[src/hw/rtl/recent_packet_duplicate_filter_unit_defines.svh]
// assertion macros for the recent packet duplicate filter
// used by recent_packet_duplicate_filter_unit; no other dependencies
`ifndef RECENT_PACKET_DUPLICATE_FILTER_UNIT_DEFINES_SVH
`define RECENT_PACKET_DUPLICATE_FILTER_UNIT_DEFINES_SVH

// same-cycle implication
`define RPDF_ASSERT_NOW(lbl, clk, rst, ante, cons, msg) \
   lbl: assert property (@(posedge clk) disable iff (rst) (ante) |-> (cons)) else $error(msg);

// next-cycle implication
`define RPDF_ASSERT_NEXT(lbl, clk, rst, ante, cons, msg) \
   lbl: assert property (@(posedge clk) disable iff (rst) (ante) |=> (cons)) else $error(msg);

`endif

[src/hw/rtl/rpdf_pkg.sv]
// shared types and constants of the recent packet duplicate filter
// no dependencies
`timescale 1ns / 1ps

package rpdf_pkg;

   localparam logic [31:0] DUP_WINDOW_RESET = 32'd10000;

   // register index taken from the word address
   localparam logic CSR_DUP_WINDOW = 1'b0;

   localparam int CSR_ADDR_W = 3;

   typedef struct packed {
      logic [31:0] frame_id;
      logic [31:0] now_ms;
   } req_type;

   typedef struct packed {
      logic        is_duplicate;
      logic [3:0]  slot_written;
   } rsp_type;

   typedef struct packed {
      logic [31:0] id;
      logic [31:0] stamp;
   } entry_type;

endpackage

[src/hw/rtl/rpdf_table.sv]
// id/time table: one synchronous memory, registered read, per-entry valid bits
// depends on rpdf_pkg
`timescale 1ns / 1ps

module rpdf_table #(
   parameter int DEPTH = 16
) (
   input  logic                              clock,
   input  logic                              reset,
   input  logic [$clog2(DEPTH)-1:0]          rd_addr,
   output rpdf_pkg::entry_type               rd_entry,
   input  logic                              wr_en,
   input  logic [$clog2(DEPTH)-1:0]          wr_addr,
   input  rpdf_pkg::entry_type               wr_entry
);

   rpdf_pkg::entry_type mem [DEPTH];
   logic [DEPTH-1:0]    vld_ff;
   rpdf_pkg::entry_type rd_data_ff;
   logic                rd_vld_ff;

   always_ff @(posedge clock) begin
      if (wr_en) begin
         mem[wr_addr] <= wr_entry;
      end
      rd_data_ff <= mem[rd_addr];
   end

   always_ff @(posedge clock) begin
      if (reset) begin
         vld_ff    <= '0;
         rd_vld_ff <= 1'b0;
      end else begin
         rd_vld_ff <= vld_ff[rd_addr];
         if (wr_en) begin
            vld_ff[wr_addr] <= 1'b1;
         end
      end
   end

   // never-written entries read as free with time zero
   assign rd_entry = rd_vld_ff ? rd_data_ff : '0;

endmodule

[src/hw/rtl/recent_packet_duplicate_filter_unit.sv]
// top level of the recent packet duplicate filter: scan sequencer, csr, result beat
// depends on rpdf_pkg, rpdf_table and recent_packet_duplicate_filter_unit_defines.svh
`timescale 1ns / 1ps

// One packet at a time: a beat is taken when start is high and busy low, and its
// result is shown on rsp_valid for one cycle, registered from the commit state after
// the scan and drain states have run; the receiver cannot stall it. busy stays high
// through the scan, drain and commit states, so a new packet may be started in the
// cycle the previous result is shown. The pace is set by one pass over the table
// through its single read port, one entry per cycle, plus a drain state for the last
// read to land and a commit state to write back. The table is empty right after
// reset; no clearing pass is needed. dup_window_ms sits at byte address 0.

`include "recent_packet_duplicate_filter_unit_defines.svh"

module recent_packet_duplicate_filter_unit #(
   parameter int TABLE_DEPTH = 16
) (
   input  logic                                clock,
   input  logic                                reset,
   input  logic                                start,
   output logic                                busy,
   input  rpdf_pkg::req_type                   req_data,
   output logic                                rsp_valid,
   output rpdf_pkg::rsp_type                   rsp_data,
   input  logic                                psel,
   input  logic                                penable,
   input  logic                                pwrite,
   input  logic [rpdf_pkg::CSR_ADDR_W-1:0]     paddr,
   input  logic [31:0]                         pwdata,
   output logic [31:0]                         prdata,
   output logic                                pready
);

   localparam int IDX_W = $clog2(TABLE_DEPTH);

   typedef enum logic [3:0] {
      ST_IDLE   = 4'b0001,
      ST_SCAN   = 4'b0010,
      ST_DRAIN  = 4'b0100,
      ST_COMMIT = 4'b1000
   } state_type;

   state_type           state_ff, state_in;
   rpdf_pkg::req_type   req_ff;
   logic [31:0]         window_ff;
   logic [IDX_W-1:0]    rd_idx_ff, rd_idx_in;
   logic                eval_vld_ff;
   logic [IDX_W-1:0]    eval_idx_ff;
   logic                dup_ff, dup_in;
   logic                free_found_ff, free_found_in;
   logic [IDX_W-1:0]    free_idx_ff, free_idx_in;
   logic [31:0]         min_time_ff, min_time_in;
   logic [IDX_W-1:0]    min_idx_ff, min_idx_in;
   logic                rsp_valid_ff;
   rpdf_pkg::rsp_type   rsp_data_ff, rsp_data_in;

   rpdf_pkg::entry_type rd_entry;
   rpdf_pkg::entry_type wr_entry;
   logic                wr_en;
   logic [IDX_W-1:0]    victim;
   logic [IDX_W+3:0]    victim_ext;
   logic [31:0]         age;
   logic                in_window;
   logic                accept;
   logic                csr_wr;

   assign accept = start && !busy;
   assign busy   = (state_ff != ST_IDLE);

   // csr
   assign pready = 1'b1;
   assign csr_wr = psel && penable && pwrite && pready;
   assign prdata = (paddr[2] == rpdf_pkg::CSR_DUP_WINDOW) ? window_ff : 32'd0;

   always_ff @(posedge clock) begin
      if (reset) begin
         window_ff <= rpdf_pkg::DUP_WINDOW_RESET;
      end else if (csr_wr && paddr[2] == rpdf_pkg::CSR_DUP_WINDOW) begin
         window_ff <= pwdata;
      end
   end

   rpdf_table #(
      .DEPTH (TABLE_DEPTH)
   ) u_table (
      .clock    (clock),
      .reset    (reset),
      .rd_addr  (rd_idx_ff),
      .rd_entry (rd_entry),
      .wr_en    (wr_en),
      .wr_addr  (victim),
      .wr_entry (wr_entry)
   );

   // per-entry evaluation
   assign age       = req_ff.now_ms - rd_entry.stamp;
   assign in_window = (age <= window_ff);

   assign victim     = free_found_ff ? free_idx_ff : min_idx_ff;
   assign victim_ext = (IDX_W + 4)'(victim);
   assign wr_en      = (state_ff == ST_COMMIT) && !dup_ff;
   assign wr_entry   = '{id: req_ff.frame_id, stamp: req_ff.now_ms};

   always_comb begin
      state_in      = state_ff;
      rd_idx_in     = rd_idx_ff;
      dup_in        = dup_ff;
      free_found_in = free_found_ff;
      free_idx_in   = free_idx_ff;
      min_time_in   = min_time_ff;
      min_idx_in    = min_idx_ff;
      rsp_data_in   = rsp_data_ff;

      if (eval_vld_ff) begin
         if (rd_entry.id == req_ff.frame_id && in_window) begin
            dup_in = 1'b1;
         end
         if (!free_found_ff && (rd_entry.id == 32'd0 || !in_window)) begin
            free_found_in = 1'b1;
            free_idx_in   = eval_idx_ff;
         end
         if (eval_idx_ff == '0 || rd_entry.stamp < min_time_ff) begin
            min_time_in = rd_entry.stamp;
            min_idx_in  = eval_idx_ff;
         end
      end

      case (state_ff)
         ST_IDLE: begin
            if (accept) begin
               state_in      = ST_SCAN;
               rd_idx_in     = '0;
               dup_in        = 1'b0;
               free_found_in = 1'b0;
            end
         end
         ST_SCAN: begin
            rd_idx_in = rd_idx_ff + 1'b1;
            if (rd_idx_ff == IDX_W'(TABLE_DEPTH - 1)) begin
               state_in = ST_DRAIN;
            end
         end
         ST_DRAIN: begin
            state_in = ST_COMMIT;
         end
         ST_COMMIT: begin
            state_in                 = ST_IDLE;
            rsp_data_in.is_duplicate = dup_ff;
            rsp_data_in.slot_written = dup_ff ? 4'd0 : victim_ext[3:0];
         end
         default: begin
            state_in = ST_IDLE;
         end
      endcase
   end

   always_ff @(posedge clock) begin
      if (reset) begin
         state_ff      <= ST_IDLE;
         rd_idx_ff     <= '0;
         eval_vld_ff   <= 1'b0;
         dup_ff        <= 1'b0;
         free_found_ff <= 1'b0;
         rsp_valid_ff  <= 1'b0;
      end else begin
         state_ff      <= state_in;
         rd_idx_ff     <= rd_idx_in;
         eval_vld_ff   <= (state_ff == ST_SCAN);
         dup_ff        <= dup_in;
         free_found_ff <= free_found_in;
         rsp_valid_ff  <= (state_ff == ST_COMMIT);
      end
   end

   always_ff @(posedge clock) begin
      if (accept) begin
         req_ff <= req_data;
      end
      eval_idx_ff <= rd_idx_ff;
      free_idx_ff <= free_idx_in;
      min_time_ff <= min_time_in;
      min_idx_ff  <= min_idx_in;
      rsp_data_ff <= rsp_data_in;
   end

   assign rsp_valid = rsp_valid_ff;
   assign rsp_data  = rsp_data_ff;

   `RPDF_ASSERT_NEXT(a_accept_starts_scan, clock, reset, accept, state_ff == ST_SCAN && rd_idx_ff == '0, "accepted beat did not start a scan")
   `RPDF_ASSERT_NOW(a_rsp_after_commit, clock, reset, rsp_valid, $past(state_ff) == ST_COMMIT, "result beat without commit")
   `RPDF_ASSERT_NEXT(a_single_rsp, clock, reset, rsp_valid, !rsp_valid, "more than one result beat per packet")
   `RPDF_ASSERT_NOW(a_no_write_on_dup, clock, reset, wr_en, !dup_ff && state_ff == ST_COMMIT, "table written on a duplicate")
   `RPDF_ASSERT_NOW(a_eval_during_scan, clock, reset, eval_vld_ff, state_ff == ST_SCAN || state_ff == ST_DRAIN, "entry evaluated outside the scan")

endmodule
[config.mk]
export PLATFORM = sky130hd
export DESIGN_NAME = recent_packet_duplicate_filter_unit
export DESIGN_NICKNAME = d
export VERILOG_FILES = /design/src/hw/rtl/rpdf_pkg.sv /design/src/hw/rtl/rpdf_table.sv /design/src/hw/rtl/recent_packet_duplicate_filter_unit.sv
export VERILOG_INCLUDE_DIRS = /design/src /design/src/hw/rtl
export SDC_FILE = /design/constraint.sdc
export NUM_CORES = 1
export LEC_CHECK = 0
export BUFFER_PORTS_ARGS = -buffer_cell sky130_fd_sc_hd__buf_4
export CORE_MARGIN = 3
export CORE_UTILIZATION = 45
export CTS_BUF_LIST = sky130_fd_sc_hd__clkbuf_4 sky130_fd_sc_hd__clkbuf_8
export CTS_CLUSTER_DIAMETER = 50
export CTS_CLUSTER_SIZE = 20
export DETAILED_ROUTE_END_ITERATION = 10
export PLACE_DENSITY_LB_ADDON = 0.05
export RECOVER_POWER = 100
export SLEW_MARGIN = 10
export SYNTH_ARGS = -nofsm -noshare
export SYNTH_HDL_FRONTEND = slang
export SYNTH_SLANG_ARGS = --single-unit
[constraint.sdc]
create_clock -name clock -period 4.85 [get_ports clock]
set_input_delay 0.2425 -clock clock [delete_from_list [all_inputs] [get_ports clock]]
set_output_delay 0.2425 -clock clock [all_outputs]
set_load 0.1 [all_outputs]
==> reports/metrics.yaml, run 1 <==
status:
  run_status: "finished, violations left"
  failed_checks: "capacitance limit, slew limit"
sta:
  finClkSkew_ns: 0.0431
  post-route-period-util_pct: 95.5
  slew_viol_final: 835
  period_minus_slack_ns: 4.63
  worst_pin_slew_ns: 3.45
  rsz0062_at_grt: "false"
  setup_viol: 0
  timing.fmax_mhz: 216
  fin_tns_setup_ns: 0
  hold_violations: 0
  slew_headroom_pct: -130
floorplan:
  core_um2: 109000
  core.rowCount: 121
  ios: 145
  start_util_pct: 45.5
  dieArea_um2: 114000
  die_w_um: 338
  fp.dieH_um: 338
synthesis:
  synthArstFlopShare_pct: 0
  yosysTopAreaCellShare_pct: 68.4
  ys_ff_latch: 1262
  ys_warn_count: 0
  synth.most_common_cell: "edfxtp_1"
  yosysTopAreaCell: "edfxtp_1"
  synth_nets: 2786
  synthTopCellsByArea: "edfxtp_1 68%, mux4_2 15%, dfxtp_1 5.2%"
  postSynthCellCount: 2585
  synth-edff-count: 1133
  synth_area_um2: 49700
  syn-mean-instance-area_um2: 19.2
  synthFlopType: "edfxtp_1"
  synth_common_cells: "1133 x edfxtp_1, 325 x mux4_2, 141 x nor2_1"
  yosysSeqAreaShare_pct: 73.6
  ys_types: 75
layout:
  drive_above_1_share_pct: 23.5
  postLayoutCellArea_um2: 57100
  layout.cells.non_filler: 4583
  final_nets: 3190
  finish.utilization_pct: 52.2
  syn_to_final_growth_pct: 14.8
worst_setup_path:
  crit_start: "u_table.rd_vld_ff"
  slowest_stage: "or4_1"
  arrival_ns: 5.18
  worstReg2RegStart: "u_table.rd_vld_ff"
  crit_chain: "clkbuf_4, nand2_1, ha_1, a21oi_1, o21ai_0, buf_4, a22oi_1, o211ai_4, o221a_4, or4_1, nand3_1, ha_1, nand4_1, nor3_1, a221oi_1, a21boi_0, a31o_2, o211a_1"
  path_common_cell: "ha_1"
  worst_path_largest_cell_delay_ns: 0.50
  startpoint_type: "register"
  required_ns: 5.40
  worst-path-max-fanout: 17
  crit_type: "register to register"
  cp-end-kind: "register"
clock_network:
  clkTransAtPathRegs_ns: 0.10
  clk_path_buf_depth: 3
  clkSinkCount: 1262
  cts_root_buf: "clkbuf_8"
  clkLatencyLatePin_ns: 0.84
  cts_tree: "done"
  cts.htree.levels: 4
  cts-buffers-inserted: 135
placement:
  dp.cells: 4201
  portBuffers: 141
  globalplace.congestion: 0.866
  place_area_um2: 53400
  dp_hpwl_um: 69200
grt:
  grt_antenna_before_repair: 4
  grt_pass1_vias: 26891
  grt_use_total_pct: 21.7
  grt_pass1_wl_um: 181000
  grt_overflow_total: 0
  grt_start_max_net_pins: 66
routing:
  drt_iter0_drc: 2114
  firstDrtPassIters: 5
  ant_nets: 0
  wl_met3_um: 6370
  routed_wl_um: 123000
  routedWlPerCell_um: 26.8
  routed.top_layer: "met4"
  wl_met2_um: 59700
  drc: 0
  via_per_inst: 5.62
  vias: 25779
  met1Wirelength_um: 54200
run:
  max_cap_viol_count: 24
min_path:
  hold_class: "primary input to register"
  hold_start: "req_data[49]"
power_and_ir_drop:
  powerDensity_nw_per_um2: 362
  total_power_mw: 20.6
  irDropWorstVdd_mv: 0.294
  power_leakage_nw: 18.5
-- logic make-up (layout without fill, tap and decap cells) --
group	after synthesis	count (layout)	share of synthesized area, %
AND/OR/NAND/NOR	399	399	3.68
flip-flops	1262	1262	73.6
AO/OA/AOI/OAI	232	232	3.00
multiplexers	329	329	14.8
adder cells (fa/ha/maj)	96	96	2.43
buffers and inverters	233	752	1.85
other	1	4	0.00754
XOR/XNOR	33	33	0.581
-- worst max-delay path: cells and delay by family (launching register included) --
kind,cells,cell delay [ns]
compound gates,9,2.15
fa+ha+maj,2,0.48
buf+inv,2,0.35
flops,1,0.46
simple gates,5,0.92
-- layer usage --
layer  track usage, %  up-vias
li1                 -    11217
met1             30.8    13606
met2             35.3      788
met3             3.32      168
met4             5.79        0
met5                0        -
-- power breakdown --
group / internal [mW] / switching, mW / total (mW) / leakage, nW
Clock: 3.73 / 4.07 / 7.80 / 1.54
Sequential: 11.9 / 0.130 / 12.0 / 11.3
Combinational: 0.338 / 0.471 / 0.809 / 5.64
-- layout make-up --
class,count,area (µm²)
antenna,3,7.51
sequential,1262,36600
clock buffer,158,2110
clock inverter,94,1000
fill,8854,52200
timing repair buffer,375,2770
tap,1476,1850
inverter,125,469
multi-input combinational,1090,12300
-- path summary, 6_finish.rpt --
path                                        to  slack [ns]  depth (start not counted)
worst max register to register  free_idx_ff[0]        0.22                         18
worst max-delay path            free_idx_ff[0]        0.22                         18
worst min-delay path                req_ff[49]        0.14                          2
worst min register to register  free_idx_ff[1]        0.46                          0
-- through the flow --
step / hold WS (ns) / worst slack [ns]
global route: 0.0674 / 0.00685
finish: 0.137 / 0.219
floorplan: 0.329 / 0.103
global placement: 0.420 / 0.0106
detailed placement: 0.422 / -0.000564
CTS: 0.0178 / 0.117
-- registers in the layout, summed over array words and instances (netlist names), 4 cells and up --
| register | flops |
|---|---|
| u_table.rd_data_ff | 64 |
| u_table.mem | 1024 |
| window_ff | 32 |
| free_idx_ff | 4 |
| u_table.vld_ff | 16 |
| eval_idx_ff | 4 |
| min_time_ff | 32 |
| rd_idx_ff | 4 |
| rsp_data | 5 |
| state_ff | 4 |
| min_idx_ff | 4 |
| req_ff | 64 |
-- placed cells by master, fill, tap and decap left out, types with 11 or more instances in the layout --
cell	instances
clkinvlp_4	23
clkbuf_4	50
xnor2_1	22
nand2_1	120
inv_6	19
dlygate4sd3_1	125
nor3_1	18
inv_1	125
edfxtp_1	1133
clkbuf_8	148
nand2b_1	16
nand3_1	20
nor4_1	17
mux4_2	325
nor2_1	136
clkinv_2	15
xor2_1	11
nand4_1	20
bufinv_16	12
ha_1	95
clkbuf_2	27
dfxtp_1	128
clkbuf_1	110
a21oi_1	84
o21ai_0	42
nor2b_1	14
a21o_1	22
buf_4	62
-- timing repair --
| item | 4_1_cts | 5_1_grt |
|---|---|---|
| gates resized for setup | 1 | 3 |
| hold endpoints to repair | 121 | 0 |
| hold buffers | 125 | 0 |
| pin swaps | 0 | 1 |
| setup endpoints to repair | 4 | 4 |
| setup buffers | 0 | 2 |
Note: power is estimated with default switching activity, not from simulation.
==> run 2: changes to the inputs <==
ABC_AREA = 1   (was default)
==> reports/metrics.yaml, run 2 <==
status:
  run_status: "finished, violations left"
  failed_checks: "capacitance limit, slew limit"
floorplan:
  dieArea_um2: 117000  # +2.0%
  core_um2: 111000  # +1.8%
  die_w_um: 342  # +1.0%
  start_util_pct: 45.6  # +0.11 points
  fp.dieH_um: 342  # +1.0%
  ios: 145  # unchanged
  core.rowCount: 122  # +0.83%
routing:
  firstDrtPassIters: 7  # +2
  drt_iter0_drc: 2842  # +34%
  via_per_inst: 5.66  # +0.69%
  drc: 0  # unchanged
  routedWlPerCell_um: 24.5  # -8.9%
  vias: 32913  # +28%
  routed_wl_um: 142000  # +16%
  ant_nets: 0  # unchanged
synthesis:
  postSynthCellCount: 3987  # +54%
  ys_ff_latch: 1262  # unchanged
  synth.most_common_cell: "edfxtp_1"
  syn-mean-instance-area_um2: 12.7  # -34%
  yosysTopAreaCellShare_pct: 67.1  # -1.4 points
  synth-edff-count: 1133  # unchanged
  synth_common_cells: "1133 x edfxtp_1, 652 x nor2_1, 587 x o21ai_0"
  synthTopCellsByArea: "edfxtp_1 67%, o21ai_0 5.8%, dfxtp_1 5.1%"
  synthFlopType: "edfxtp_1"
  synthArstFlopShare_pct: 0  # unchanged
  synth_area_um2: 50700  # +2.0%
  ys_types: 50  # -33%
  synth_nets: 4188  # +50%
  yosysTopAreaCell: "edfxtp_1"
  ys_warn_count: 0  # unchanged
  yosysSeqAreaShare_pct: 72.2  # -1.5 points
layout:
  final_cell_mix: "1133 x edfxtp_1, 653 x nor2_1, 588 x o21ai_0, 301 x nand2_1, 223 x o221ai_1"
  multiInputGateArea_um2: 12400  # +1.5%
  final_nets: 4415  # +38%
  final_common_cell: "edfxtp_1"
  postLayoutCellArea_um2: 57100  # about the same
  syn_to_final_growth_pct: 12.6
  largest-register: "u_table.mem"
  drive_above_1_share_pct: 8.91  # -15 points
  fillCellCount: 9771  # +10%
  regArea_um2: 36600  # about the same
  finish.utilization_pct: 51.3  # -0.89 points
  largest_registers: "u_table.mem x1024, req_ff x64, u_table.rd_data_ff x64"
  largest_register_ffs: 1024  # unchanged
sta:
  period_minus_slack_ns: 4.55  # -0.0768 ns
  finClkSkew_ns: 0.0346  # -0.00848 ns
  post-route-period-util_pct: 93.9  # -1.6 points
  rsz0062_at_grt: "false"
  timing.fmax_mhz: 220  # +1.7%
  fin_tns_setup_ns: 0  # unchanged
  hold_violations: 0  # unchanged
  worst_pin_slew_ns: 3.13  # -0.320 ns
  slew_viol_final: 989  # +18%
  fin_ws_ns: 0.296  # +0.0768 ns
  slew_headroom_pct: -109  # +22 points
  setup_viol: 0  # unchanged
power_and_ir_drop:
  power_leakage_nw: 19.5  # +5.3%
  powerDensity_nw_per_um2: 370  # +2.2%
  irDropWorstVdd_mv: 0.326  # +11%
clock_network:
  cts_root_buf: "clkbuf_8"
  cts-buffers-inserted: 134  # -0.74%
  clkLatencyLatePin_ns: 0.83  # about the same
  clkSinkCount: 1262  # unchanged
  clk_path_buf_depth: 3  # unchanged
  cts.htree.levels: 4  # unchanged
  cts_resized: 0  # -1
  clkTransAtPathRegs_ns: 0.10  # about the same
  cts_setup_buffers: 0  # unchanged
  cts_tree: "done"
  ctsHoldBuffers: 109  # -13%
placement:
  portBuffers: 141  # unchanged
  place_area_um2: 53800  # +0.68%
  dp_slack_ns: 0.469  # +0.470 ns
  globalplace.congestion: 0.865  # about the same
  dp_hpwl_um: 72700  # +4.9%
min_path:
  hold_class: "primary input to register"
  hold_start: "req_data[44]"
worst_setup_path:
  worstReg2RegStart: "rd_idx_ff[2]"
  r2r_setup_slack_ns: 0.30  # +0.08 ns
  startpoint_type: "register"
  required_ns: 5.57  # +0.17 ns
  arrival_ns: 5.28  # +0.10 ns
  crit_start: "rd_idx_ff[2]"
  crit_type: "register to register"
  worst_path_largest_cell_delay_ns: 2.33  # +1.83 ns
  slowest_stage: "dfxtp_1"
  cp-end-kind: "register"
  crit_chain: "inv_4, buf_6, o221ai_1, nand3_1, nand2_1"
  worst-path-max-fanout: 54  # +37
grt:
  grt_use_total_pct: 24.1  # +2.4 points
  grt_antenna_before_repair: 5  # +1
  grt_pass1_vias: 31752  # +18%
  grt_start_max_net_pins: 189  # +190%
  grt_overflow_total: 0  # unchanged
  grt_pass1_wl_um: 208000  # +15%
run:
  max_cap_viol_count: 22  # -8.3%
## run 2: changes by cell type after synthesis, moves of 96 or more
| cell | delta |
|---|---|
| o221ai_1 | +223 |
| mux4_2 | -325 |
| nand3_1 | +96 |
| nor2_1 | +511 |
| clkbuf_1 | +100 |
| nand2_1 | +181 |
| o21ai_0 | +545 |
## run 2: kinds of logic after synthesis
logic type / share of synthesized area (%)
AO/OA/AOI/OAI: 12.5
XOR/XNOR: 0.656
adder cells (fa/ha/maj): 2.38
buffers and inverters: 3.30
flip-flops: 72.2
other: 0.00739
AND/OR/NAND/NOR: 8.95
## run 2: critical path, delay by kind of cell (launching register included)
family          cells  cell delay [ns]
buf+inv             2             1.60
simple gates        2             0.35
flops               1             2.33
compound gates      1             0.16
## run 2: where the power goes
part | internal [mW] | switching (mW) | total, mW | leakage (nW)
Clock | 3.64 | 4.10 | 7.75 | 1.54
Sequential | 12.0 | 0.189 | 12.2 | 11.3
Combinational | 0.391 | 0.798 | 1.19 | 6.62
## run 2: cell type report
cell class / instances / area share, %
flip-flops and latches: 1262 / 64.1
multi-input cells: 2311 / 21.8
repair buffers: 330 / 4.34
clock buffers: 159 / 3.67
well taps: 1488 / 3.26
clock inverters: 85 / 1.65
inverters: 175 / 1.19
diodes: 1 / 0.00438
## run 2: path summary, 6_finish.rpt
check | cells past startpoint | endpoint
worst max-delay path | 5 | u_table.rd_data_ff[2]
worst min-delay path | 2 | req_ff[44]
worst max register to register | 5 | u_table.rd_data_ff[2]
worst min register to register | 0 | min_idx_ff[1]
## run 2: routing by layer
metal	vias up	global-route usage (%)	part of all wire [%]
li1	15195	-	-
met1	16524	33.3	44
met2	980	39.8	48
met3	212	3.36	5.2
met4	2	7.12	2.4
met5	-	0	0.0091
## run 2: per-stage QoR
| stage | hold slack, ns | std cells | total power [mW] |
|---|---|---|---|
| floorplan | 0.326 | 3987 | 13.1 |
| global placement | 0.420 | 5457 | 13.6 |
| detailed placement | 0.422 | 5457 | 13.6 |
| CTS | 0.0355 | 5810 | 21.3 |
| global route | 0.0899 | 5811 | 21.9 |
| finish | 0.142 | 5811 | 21.1 |
